--- src/rtl/core/rci_pkg.sv ---
`timescale 1ns / 1ps
// ----------------------------------------------------------------------------
// rci_pkg
// Shared constants and controller/datapath link types for range_crack_index.
// ----------------------------------------------------------------------------
package rci_pkg;

  localparam int DEPTH_DEF       = 1024;
  localparam int MAX_CRACKS_DEF  = 64;
  localparam int VALUE_WIDTH_DEF = 32;

  localparam int IN_VAL_W  = 32;
  localparam int OPCODE_W  = 2;
  localparam int COUNT_W   = 12;
  localparam int POS_W     = 11;
  localparam int S_DATA_W  = 96;
  localparam int M_DATA_W  = 40;

  typedef enum logic [OPCODE_W-1:0] {
    OP_CLEAR = 2'd0,
    OP_LOAD  = 2'd1,
    OP_QUERY = 2'd2
  } opcode_t;

  // controller -> datapath
  typedef struct packed {
    logic       clear;
    logic       load;
    logic       q_start;
    logic       loc_init;
    logic       loc_cmp;
    logic       loc_nx;
    logic       loc_end;
    logic       part_set;
    logic       p_cmp;
    logic       p_swa;
    logic       p_swb;
    logic       part_end;
    logic       add_chk;
    logic       sh_rd;
    logic       sh_wr;
    logic       ins;
    logic       out_load;
    logic [1:0] step;   // 0 locate low, 1 locate high, 2 add low, 3 add high
    logic       pstep;  // first or second partition pass
  } cmd_t;

  // datapath -> controller
  typedef struct packed {
    logic scan_end;   // k reached crack count
    logic key_less;   // index key below search value
    logic need_next;  // exact key hit with a following entry
    logic p_done;     // partition cursor at piece end
    logic p_less;     // element below pivot
    logic p_same;     // read and write cursors equal
    logic add_skip;   // crack is redundant
    logic idx_full;
    logic sh_done;
    logic out_busy;
  } stat_t;

endpackage

--- src/rtl/core/rci_ctrl.sv ---
`timescale 1ns / 1ps
// ----------------------------------------------------------------------------
// rci_ctrl
// Sequencer: locate both bounds, partition, then offer both cracks to index.
// ----------------------------------------------------------------------------
module rci_ctrl (
  input  logic                        clk,
  input  logic                        rst,
  input  logic                        in_valid,
  output logic                        in_ready,
  input  logic [rci_pkg::OPCODE_W-1:0] opcode,
  input  rci_pkg::stat_t              stat,
  output rci_pkg::cmd_t               cmd
);

  typedef enum logic [17:0] {
    S_IDLE     = 18'h00001,
    S_LOC_INIT = 18'h00002,
    S_LOC_RD   = 18'h00004,
    S_LOC_CMP  = 18'h00008,
    S_LOC_NX   = 18'h00010,
    S_LOC_END  = 18'h00020,
    S_PART_SET = 18'h00040,
    S_P_RD     = 18'h00080,
    S_P_CMP    = 18'h00100,
    S_P_SWA    = 18'h00200,
    S_P_SWB    = 18'h00400,
    S_PART_END = 18'h00800,
    S_ADD_CHK  = 18'h01000,
    S_SH_RD    = 18'h02000,
    S_SH_WR    = 18'h04000,
    S_INS      = 18'h08000,
    S_DONE     = 18'h10000
  } state_t;

  state_t     state, state_next;
  logic [1:0] step, step_next;
  logic       pstep, pstep_next;

  assign in_ready = (state == S_IDLE);

  always_comb begin
    state_next = state;
    step_next  = step;
    pstep_next = pstep;
    cmd        = '0;
    cmd.step   = step;
    cmd.pstep  = pstep;
    case (state)
      S_IDLE: begin
        if (in_valid) begin
          case (rci_pkg::opcode_t'(opcode))
            rci_pkg::OP_CLEAR: cmd.clear = 1'b1;
            rci_pkg::OP_LOAD:  cmd.load  = 1'b1;
            rci_pkg::OP_QUERY: begin
              cmd.q_start = 1'b1;
              step_next   = 2'd0;
              state_next  = S_LOC_INIT;
            end
            default: ;
          endcase
        end
      end
      S_LOC_INIT: begin
        cmd.loc_init = 1'b1;
        state_next   = S_LOC_RD;
      end
      S_LOC_RD: begin
        state_next = stat.scan_end ? S_LOC_END : S_LOC_CMP;
      end
      S_LOC_CMP: begin
        cmd.loc_cmp = 1'b1;
        if (stat.key_less) state_next = S_LOC_RD;
        else if (stat.need_next) state_next = S_LOC_NX;
        else state_next = S_LOC_END;
      end
      S_LOC_NX: begin
        cmd.loc_nx = 1'b1;
        state_next = S_LOC_END;
      end
      S_LOC_END: begin
        cmd.loc_end = 1'b1;
        case (step)
          2'd0: begin
            step_next  = 2'd1;
            state_next = S_LOC_INIT;
          end
          2'd1: begin
            pstep_next = 1'b0;
            state_next = S_PART_SET;
          end
          default: state_next = S_ADD_CHK;
        endcase
      end
      S_PART_SET: begin
        cmd.part_set = 1'b1;
        state_next   = S_P_RD;
      end
      S_P_RD: begin
        state_next = stat.p_done ? S_PART_END : S_P_CMP;
      end
      S_P_CMP: begin
        cmd.p_cmp  = 1'b1;
        state_next = (stat.p_less && !stat.p_same) ? S_P_SWA : S_P_RD;
      end
      S_P_SWA: begin
        cmd.p_swa  = 1'b1;
        state_next = S_P_SWB;
      end
      S_P_SWB: begin
        cmd.p_swb  = 1'b1;
        state_next = S_P_RD;
      end
      S_PART_END: begin
        cmd.part_end = 1'b1;
        if (!pstep) begin
          pstep_next = 1'b1;
          state_next = S_PART_SET;
        end else begin
          step_next  = 2'd2;
          state_next = S_LOC_INIT;
        end
      end
      S_ADD_CHK: begin
        cmd.add_chk = 1'b1;
        if (stat.add_skip || stat.idx_full) begin
          if (step == 2'd2) begin
            step_next  = 2'd3;
            state_next = S_LOC_INIT;
          end else begin
            state_next = S_DONE;
          end
        end else begin
          state_next = S_SH_RD;
        end
      end
      S_SH_RD: begin
        cmd.sh_rd  = 1'b1;
        state_next = stat.sh_done ? S_INS : S_SH_WR;
      end
      S_SH_WR: begin
        cmd.sh_wr  = 1'b1;
        state_next = S_SH_RD;
      end
      S_INS: begin
        cmd.ins = 1'b1;
        if (step == 2'd2) begin
          step_next  = 2'd3;
          state_next = S_LOC_INIT;
        end else begin
          state_next = S_DONE;
        end
      end
      S_DONE: begin
        if (!stat.out_busy) begin
          cmd.out_load = 1'b1;
          state_next   = S_IDLE;
        end
      end
      default: state_next = S_IDLE;
    endcase
  end

  always_ff @(posedge clk) begin
    if (rst) begin
      state <= S_IDLE;
      step  <= 2'd0;
      pstep <= 1'b0;
    end else begin
      state <= state_next;
      step  <= step_next;
      pstep <= pstep_next;
    end
  end

endmodule

--- config.mk ---
export PLATFORM = sky130hd
export DESIGN_NAME = rci_ctrl
export DESIGN_NICKNAME = d
export VERILOG_FILES = /design/src/rtl/core/rci_pkg.sv /design/src/rtl/core/rci_ctrl.sv
export SDC_FILE = /design/constraint.sdc
export NUM_CORES = 1
export LEC_CHECK = 0
export ABC_AREA = 1
export ABC_CLOCK_PERIOD_IN_PS = 2000
export BUFFER_PORTS_ARGS = -buffer_cell sky130_fd_sc_hd__buf_2
export CAP_MARGIN = 20
export CORE_ASPECT_RATIO = 0.9
export CORE_MARGIN = 2
export CORE_UTILIZATION = 40
export DETAILED_ROUTE_END_ITERATION = 12
export GPL_TIMING_DRIVEN = 0
export PLACE_DENSITY = 0.74
export SETUP_SLACK_MARGIN = 0.1
export SYNTH_ARGS = -nofsm -noshare
export SYNTH_HDL_FRONTEND = slang
export SYNTH_SLANG_ARGS = --single-unit
--- constraint.sdc ---
create_clock -name clk -period 2 [get_ports clk]
set_clock_uncertainty 0.1 [all_clocks]
set_input_delay 0.1 -clock clk [delete_from_list [all_inputs] [get_ports clk]]
set_output_delay 0.1 -clock clk [all_outputs]
set_load 0.02 [all_outputs]
-- After elaboration in Yosys (flattened, before gate mapping)
Index checks and enable logic that the tools add are counted.
- register bits after elaboration: 21
- input bits: 15
- output and inout bits: 21
- word-level logic and storage cells: 85
- equal/unequal tests: 28
- multiplexer cells: 43
- reductions and logical operators: 11
- operators by type and width (cell ; count):
    18-bit case mux with 16 select lines ; 1
    18-bit two-way mux ; 4
    17-bit two-way mux ; 2
    13-bit case mux with 2 select lines ; 1
    1-bit two-way mux ; 19
    18-bit by 1-bit == test with 1-bit output (second input constant) ; 1
    18-bit by 10-bit == test with 1-bit output (second input constant) ; 1
    18-bit by 11-bit == test with 1-bit output (second input constant) ; 1
    18-bit by 12-bit == test with 1-bit output (second input constant) ; 1
    18-bit by 13-bit == test with 1-bit output (second input constant) ; 1
    18-bit by 14-bit == test with 1-bit output (second input constant) ; 1
    18-bit by 15-bit == test with 1-bit output (second input constant) ; 1
    18-bit by 16-bit == test with 1-bit output (second input constant) ; 1
    18-bit by 17-bit == test with 1-bit output (second input constant) ; 1
    18-bit by 2-bit == test with 1-bit output (second input constant) ; 1
    18-bit by 3-bit == test with 1-bit output (second input constant) ; 1
    18-bit by 4-bit == test with 1-bit output (second input constant) ; 1
    18-bit by 5-bit == test with 1-bit output (second input constant) ; 1
    18-bit by 6-bit == test with 1-bit output (second input constant) ; 1
    18-bit by 7-bit == test with 1-bit output (second input constant) ; 1
    18-bit by 8-bit == test with 1-bit output (second input constant) ; 1
    18-bit by 9-bit == test with 1-bit output (second input constant) ; 1
    16-bit two-way mux ; 1
    12-bit two-way mux ; 1
    21 further kinds ; 36

-- Depth between registers and ports, before layout
Gate-level depths: netlist (run 1).
- depth after elaboration: 4
- depth in mapped cells: 13
- depth with buffers taken out: 12

-- Worst setup path before layout (run 1)
No wires, ideal clock.
- path type: reg-to-output
- start: register state[16]
- end: output port cmd[19] (netlist name)
- arrival time: 1.534 ns
- required time: 1.800 ns
- slack: 0.266 ns
- cell stages (with the launch flop): 7
- path buffers: 1
- cell sequence: dfxtp_1 > buf_2 > nor3_1 > nand3_1 > inv_1 > nand2_1 > nor3_1
- RTL lines (element ; RTL line ; source):
    start, declared ; rci_ctrl.sv:36 ; state_t state, state_next;
    start signal, assigned ; rci_ctrl.sv:170 ; state <= state_next;
    end, declared ; rci_ctrl.sv:13 ; output rci_pkg::cmd_t cmd

==> results.md, run 1 <==
- Status: finished, final reports clean
- Kind of critical path: reg -> out
- Antenna Nets Post-Route: 0
- Clock sink total: 20
- Worst R2R Path Depth: 14
- Leakage power: a little over 0.9 nW
- Drt drc: 0
- Drt wl/cell: around 11 um
- Longest Clk Path Bufs: 2
- Final setup fails: 0
- Largest net degree at the start of global routing: 11
- Die Area: 3770 um^2
- Most numerous cell in the Yosys netlist: nand2_1
- Gp weighted congestion: approximately 0.86
- VDD IR max: 652 uV
- Initial antenna violation count: 0
- Layout Nets: around 280
- Synth Area in Adders: 0%
- Slew @ Worst Pin: about 500 ps
- Max Clk Rate: around 550 MHz
- Final Hold Vio Count: 0
- CORE AREA: roughly 3000 um^2
- Synth top area cells: dfxtp_1, nand2_1, inv_1, nor2_1, nand3_1
- Vias in the first global route: 1258
- Max_cap viols: 0
- Synth Area in Simple Gates: between 50% and 60%
- Met1 wire length: ~1600 um
- Worst reg2reg setup slack: around 240 ps
- Critical path origin: state[12]
- First-pass GRT wire length: around 5400 um
- Main combinational cell family by area after synthesis: simple AND/OR/NAND/NOR gates
- # diodes: 0
- Gate count of the mapped netlist: 213
- Number of synthesized flops with an enable pin: 0
- Synth unique cells: 26
- Met2 WL: roughly 1500 um
- Total CTS buffers: 3
- Primary FF master, synth: dfxtp_1
- Post-synthesis register bit count: 20
- Pwr dens: around 650 nW/um^2
- Iteration-0 DRC Markers: 73
- Leading area contributor after synthesis: dfxtp_1
- DR vias: approximately 1400
- PortBufs: 34
- Clock insertion delay at the later pin of the skew report: 300 ps
- Tcrit/Tclk final: between 90 and 100%
- DP HPWL: 2470 um
- Vias per cell: between 4 and 5
- Multiplexer share of the synthesized area: 0%
- RSZ-0062 raised after global routing: yes
- Ys Warns: 0
- Worst slew margin: 66.8%
- Synth Area in XOR/XNOR: 0%
- # fillers: 309
- Uppermost layer routed: met4
- Die H: slightly below 60 um
- Layout cells sized above 1: between 30% and 40%
- CP startpoint kind: register
- Clock Pin Slew Worst Setup and Hold Paths: about 110 ps
- Synthesized area per cell: just over 6 um^2
- Total power: 0.00113 W
- CTS tree: yes
- R2r startpoint: state[2]
- Top post-synthesis cells by count: nand2_1, inv_1, nor2_1
- Starting Density: a little over two fifths
- CTS Root Cell: clkbuf_4
- Area fraction in compound gates after synthesis: 3.90%
- CP Capture Type: primary output
- Rows: 19
- Final min period: 1830 ps
- Routed wl met3: about 210 um
- GRT Total Usage: 18.1%
- Max FO, Critical Path: 10
- CP Capture Point: cmd[14]
- Netlist Area Pre-Place: around 1300 um^2
- Slew Limit Fails: 0
- Die X: ~64 um
- GRT Residual Overflow: 0
- Hold Path Class: in -> reg
- Final setup TNS: 0 ps
- Area grow syn2layout: 33.1%
- IO Pins: 36
- Worst endpoint required time: between 1500 and 2000 ps
- Final WL: around 3300 um
- Post-synthesis sequential area ratio: a little under a third
- Yosys top cell area share: a little under a third
- CTS H-tree lvls: 1
- DRT Pass-1 Iters: 4
- Worst EP arrival: 1630 ps
- Async SR Flop Fraction: 0%
- Post-Syn Nets: 228
- Reg-to-reg endpoint: state[0]
[critical path, cell delays in order (launching register included)]
cell and delay, ps:
dfxtp_1 340, nor2_2 140, nand2_2 110, nor2_4 150, buf_6 160, nand3_1 160, inv_1 100, buf_2 160
[state kept, by name, summed over array words and instances, names as in the netlist]
name and flops:
step 2, pstep 1, state 17
[layout by cell type (no fill, tap or decap), types with 2 or more instances in the layout]
cell type      count
nor2_2            10
o21ai_0            3
or2_2              2
dfxtp_2            6
inv_1             41
buf_2             34
nor3_2             3
clkbuf_4           3
nand2_2            5
dlygate4sd3_1      7
nand3_1           12
nor2_4             4
nor3_1            11
nor4_1             2
nand2_1           42
nand3_2            5
nor2_1            25
nand2_4            2
buf_4             10
nand4_1            8
a21oi_1            6
dfxtp_1           14
[stage by stage]
| stage | instances | setup WS, ps | util (%) | hold WS (ps) | area [um^2] |
|---|---|---|---|---|---|
| 6_report | 306 | 174 | 56.7 | 19.8 | 1750 |
| 5_1_grt | 306 | 67.3 | 56.7 | 15.5 | 1750 |
| 4_1_cts | 299 | 110 | 53.8 | 14.6 | 1660 |
| 3_5_place_dp | 289 | 281 | 49.8 | 186 | 1540 |
| 3_3_place_gp | 289 | 287 | 49.8 | 178 | 1540 |
| 2_1_floorplan | 213 | 266 | - | 78.0 | 1320 |
[repair_timing]
action | 4_1_cts | 5_1_grt
pin swaps | 1 | 4
hold buffers | 7 | 0
gates resized for setup | 9 | 13
endpoints found under the hold margin | 10 | 0
setup buffers | 0 | 7
endpoints found under the setup margin | 1 | 10
[kinds of logic after synthesis]
group / after synthesis
AND/OR/NAND/NOR: 135
buffers and inverters: 48
AO/OA/AOI/OAI: 10
flip-flops: 20
[area by class of cell]
type	instances	area (um^2)	share of cell area (%)
multi-input cells	145	777	44.4
flip-flops and latches	20	408	23.3
repair buffers	48	295	16.9
inverters	42	158	9.00
well taps	42	52.6	3.00
plain buffers	6	38.8	2.21
clock buffers	3	22.5	1.29
[worst min path at each step]
stage	endpoint	cells after the start	startpoint
after floorplan	state[14]	1	stat[1]
after global placement	state[8]	2	stat[6]
after detailed placement	state[14]	2	stat[1]
after CTS	state[16]	3	stat[0]
after global routing	state[16]	3	stat[0]
final	state[16]	3	stat[0]
[report_power, final]
part / internal, W / total, W / switching [W]
registers: 0.000428 / 0.000451 / 0.0000223
logic: 0.000196 / 0.000488 / 0.000293
clock network: 0.0000703 / 0.000194 / 0.000124
[routing by layer]
layer,up-vias,GRT usage (%)
li1,763,-
met2,42,30.2
met1,641,24.3
met4,0,2.74
met5,-,0
met3,2,4.59
Power figures use the tool's default switching activity.
==> run 2: changes to the inputs <==
--- a/config.mk
+++ b/config.mk
@@ -11,10 +11,10 @@
 export CAP_MARGIN = 20
 export CORE_ASPECT_RATIO = 0.9
 export CORE_MARGIN = 2
-export CORE_UTILIZATION = 40
+export CORE_UTILIZATION = 45
 export DETAILED_ROUTE_END_ITERATION = 12
 export GPL_TIMING_DRIVEN = 0
-export PLACE_DENSITY = 0.74
+export PLACE_DENSITY = 0.8
 export SETUP_SLACK_MARGIN = 0.1
 export SYNTH_ARGS = -nofsm -noshare
 export SYNTH_HDL_FRONTEND = slang
==> run 2 against run 1 <==
Clock-buffer cell count did not move. Hold slack improved by 11 ps. Combinational power rose by 2%. Global-route usage rose by 2.6 points. Design area barely moved. Maximum frequency fell by 2.4%. First-iteration DRC count fell by 6.8%. Via count rose by 3.3%. Final cell count fell by 0.98%. Power rose by 0.70%. Sequential share of layout area fell by 0.13 points. Wire length rose by 1.2%. Critical path type unchanged.
==> results.md, run 2 (synthesis results as in run 1) <==
- Hold Path Class: in -> reg
- # fillers: 254 (-18%)
- DP HPWL: 2480 um (+0.21%)
- Total CTS buffers: 3 (unchanged)
- Vias in the first global route: 1276 (+1.4%)
- DR vias: 1496 (+3.3%)
- Worst slew margin: 65.3% (-1.5 points)
- Pwr dens: 652 nW/um^2 (+0.77%)
- Final WS setup: 130 ps (-44.7 ps)
- Sw frac: 39.0% (+0.23 points)
- Sequential Power Share: 39.5% (-0.3 points)
- Tcrit/Tclk final: 93.5% (+2.2 points)
- CP Capture Point: cmd[8]
- Kind of critical path: reg -> out
- CP Capture Type: primary output
- VDD IR max: 611 uV (-6.3%)
- Util after Layout: 63.2% (+6.5 points)
- Max reg flops: 17 (unchanged)
- First-pass GRT wire length: 5290 um (-1.5%)
- Antenna Nets Post-Route: 0 (unchanged)
- Hold_sp: stat[0]
- Starting Density: 47.5% (+4.9 points)
- Clock Pin Slew Worst Setup and Hold Paths: 110 ps (about the same)
- Pre-CTS WS: 310 ps (+29.8 ps)
- Area of the multi-input gates: 783 um^2 (+0.81%)
- CTS H-tree lvls: 1 (unchanged)
- Routed wl met3: 157 um (-26%)
- Drt drc: 0 (unchanged)
- Longest Clk Path Bufs: 2 (unchanged)
- CTS Root Cell: clkbuf_4
- Layout cells sized above 1: 32.3% (-1.0 points)
- Largest regs: state (17), step (2), pstep (1)
- PortBufs: 34 (unchanged)
- Vias per cell: 4.94 (+4.3%)
- Initial antenna violation count: 0 (unchanged)
- RSZ-0062 raised after global routing: yes
- Commonest non-fill, non-tap cells in the layout: nand2_1, inv_1, buf_2
- Sw power: 0.000445 W (+1.3%)
- Clock insertion delay at the later pin of the skew report: 310 ps (about the same)
- R2r startpoint: state[2]
- CTS tree: yes
- Die H: 55.3 um (-5.3%)
- Uppermost layer routed: met4
- Layout Nets: 280 (-0.36%)
- Slew @ Worst Pin: 520 ps (+21.9 ps)
- DRT Pass-1 Iters: 4 (unchanged)
- GRT Total Usage: 20.7% (+2.6 points)
- Slew Limit Fails: 0 (unchanged)
- Max_cap viols: 0 (unchanged)
- Met2 WL: 1560 um (+0.91%)
- Most common cell after layout, fill and taps aside: nand2_1
- Clock sink total: 20 (unchanged)
- Worst EP arrival: 1670 ps (+40 ps)
- Register bank with the most flops: state
- CORE AREA: 2770 um^2 (-10%)
- Worst R2R Path Depth: 12 (-2)
- Rows: 18 (-1)
- IO Pins: 36 (unchanged)
- Die Area: 3370 um^2 (-10%)
- Clk pwr share: 16.9% (-0.2 points)
- Gp weighted congestion: 0.891 (+3.2%)
- Final min period: 1870 ps (+44.7 ps)
- Final setup TNS: 0 ps (unchanged)
- Logic pwr share: 43.6% (+0.5 points)
- Drt wl/cell: 11.1 um (+2.2%)
- Worst endpoint required time: 1800 ps (about the same)
- Status: finished, final reports clean
- Final WL: 3360 um (+1.2%)
- Final setup fails: 0 (unchanged)
- Non-Filler Instances: 303 (-0.98%)
- Largest net degree at the start of global routing: 11 (unchanged)
- Min Hold Slack: 31.3 ps (+11.4 ps)
- Max Clk Rate: 535 MHz (-2.4%)
- # diodes: 0 (unchanged)
- Die X: 61.0 um (-5.4%)
- Area grow syn2layout: 33.0% (about the same)
- Register Area: 405 um^2 (-0.61%)
- Leakage power: 0.929 nW (about the same)
- Met1 wire length: 1610 um (+3.7%)
- Final Hold Vio Count: 0 (unchanged)
- GRT Residual Overflow: 0 (unchanged)
- CP startpoint kind: register
- Critical path origin: state[9]
- P_int: 0.000697 W (+0.31%)
- Iteration-0 DRC Markers: 68 (-6.8%)
- Placed insts: 287 (-0.69%)
- Worst reg2reg setup slack: 240 ps (about the same)
- Reg-to-reg endpoint: step[1]
- Max FO, Critical Path: 3 (-7)
run 2: changes by cell type in the layout (fill, tap and decap cells not counted), sizes merged:
cell,delta
buf,-1
run 2: stage by stage:
step                area, um^2  power [W]
finish                    1750    0.00114
CTS                       1650    0.00107
detailed placement        1540   0.000863
global route              1750    0.00122
global placement          1540   0.000857
floorplan                 1320   0.000764
run 2: power by group through the flow:
stage               Clock (W)  Sequential, W  Combinational [W]
floorplan                   0       0.000474           0.000291
global placement            0       0.000456           0.000400
detailed placement          0       0.000457           0.000406
CTS                  0.000198       0.000447           0.000423
global route         0.000212       0.000457           0.000548
finish               0.000193       0.000451           0.000497
run 2: critical path: stages, from the launching register on:
cell	delay, ps
dfxtp_1	360
nor2_4	120
inv_2	40
nor3_1	320
inv_1	150
nor2_4	120
buf_4	110
buf_2	150
run 2: layer usage:
metal	up-vias	global-route usage (%)
met3	4	4.92
li1	767	-
met2	42	33.5
met1	683	27.5
met4	0	4.66
met5	-	0
run 2: layout make-up:
cell class	instances	share of cell area, %
Sequential cell	20	23.2
Multi-Input combinational cell	145	44.7
Inverter	42	9.01
Buffer	6	2.22
Clock buffer	3	1.29
Tap cell	40	2.86
Timing Repair Buffer	47	16.7
run 2: worst min path at each step:
stage           endpoint  depth (start not counted)
2_1_floorplan  state[14]                          1
3_3_place_gp    state[8]                          2
3_5_place_dp    state[8]                          2
4_1_cts        state[16]                          3
5_1_grt        state[16]                          3
6_report       state[16]                          3
run 2: repair_timing:
| item | in CTS | in global routing |
|---|---|---|
| setup endpoints to repair | 1 | 11 |
| pin swaps | 1 | 8 |
| gates resized for setup | 6 | 18 |
| setup buffers | 0 | 6 |
| endpoints found under the hold margin | 10 | 0 |
| hold buffers | 7 | 0 |
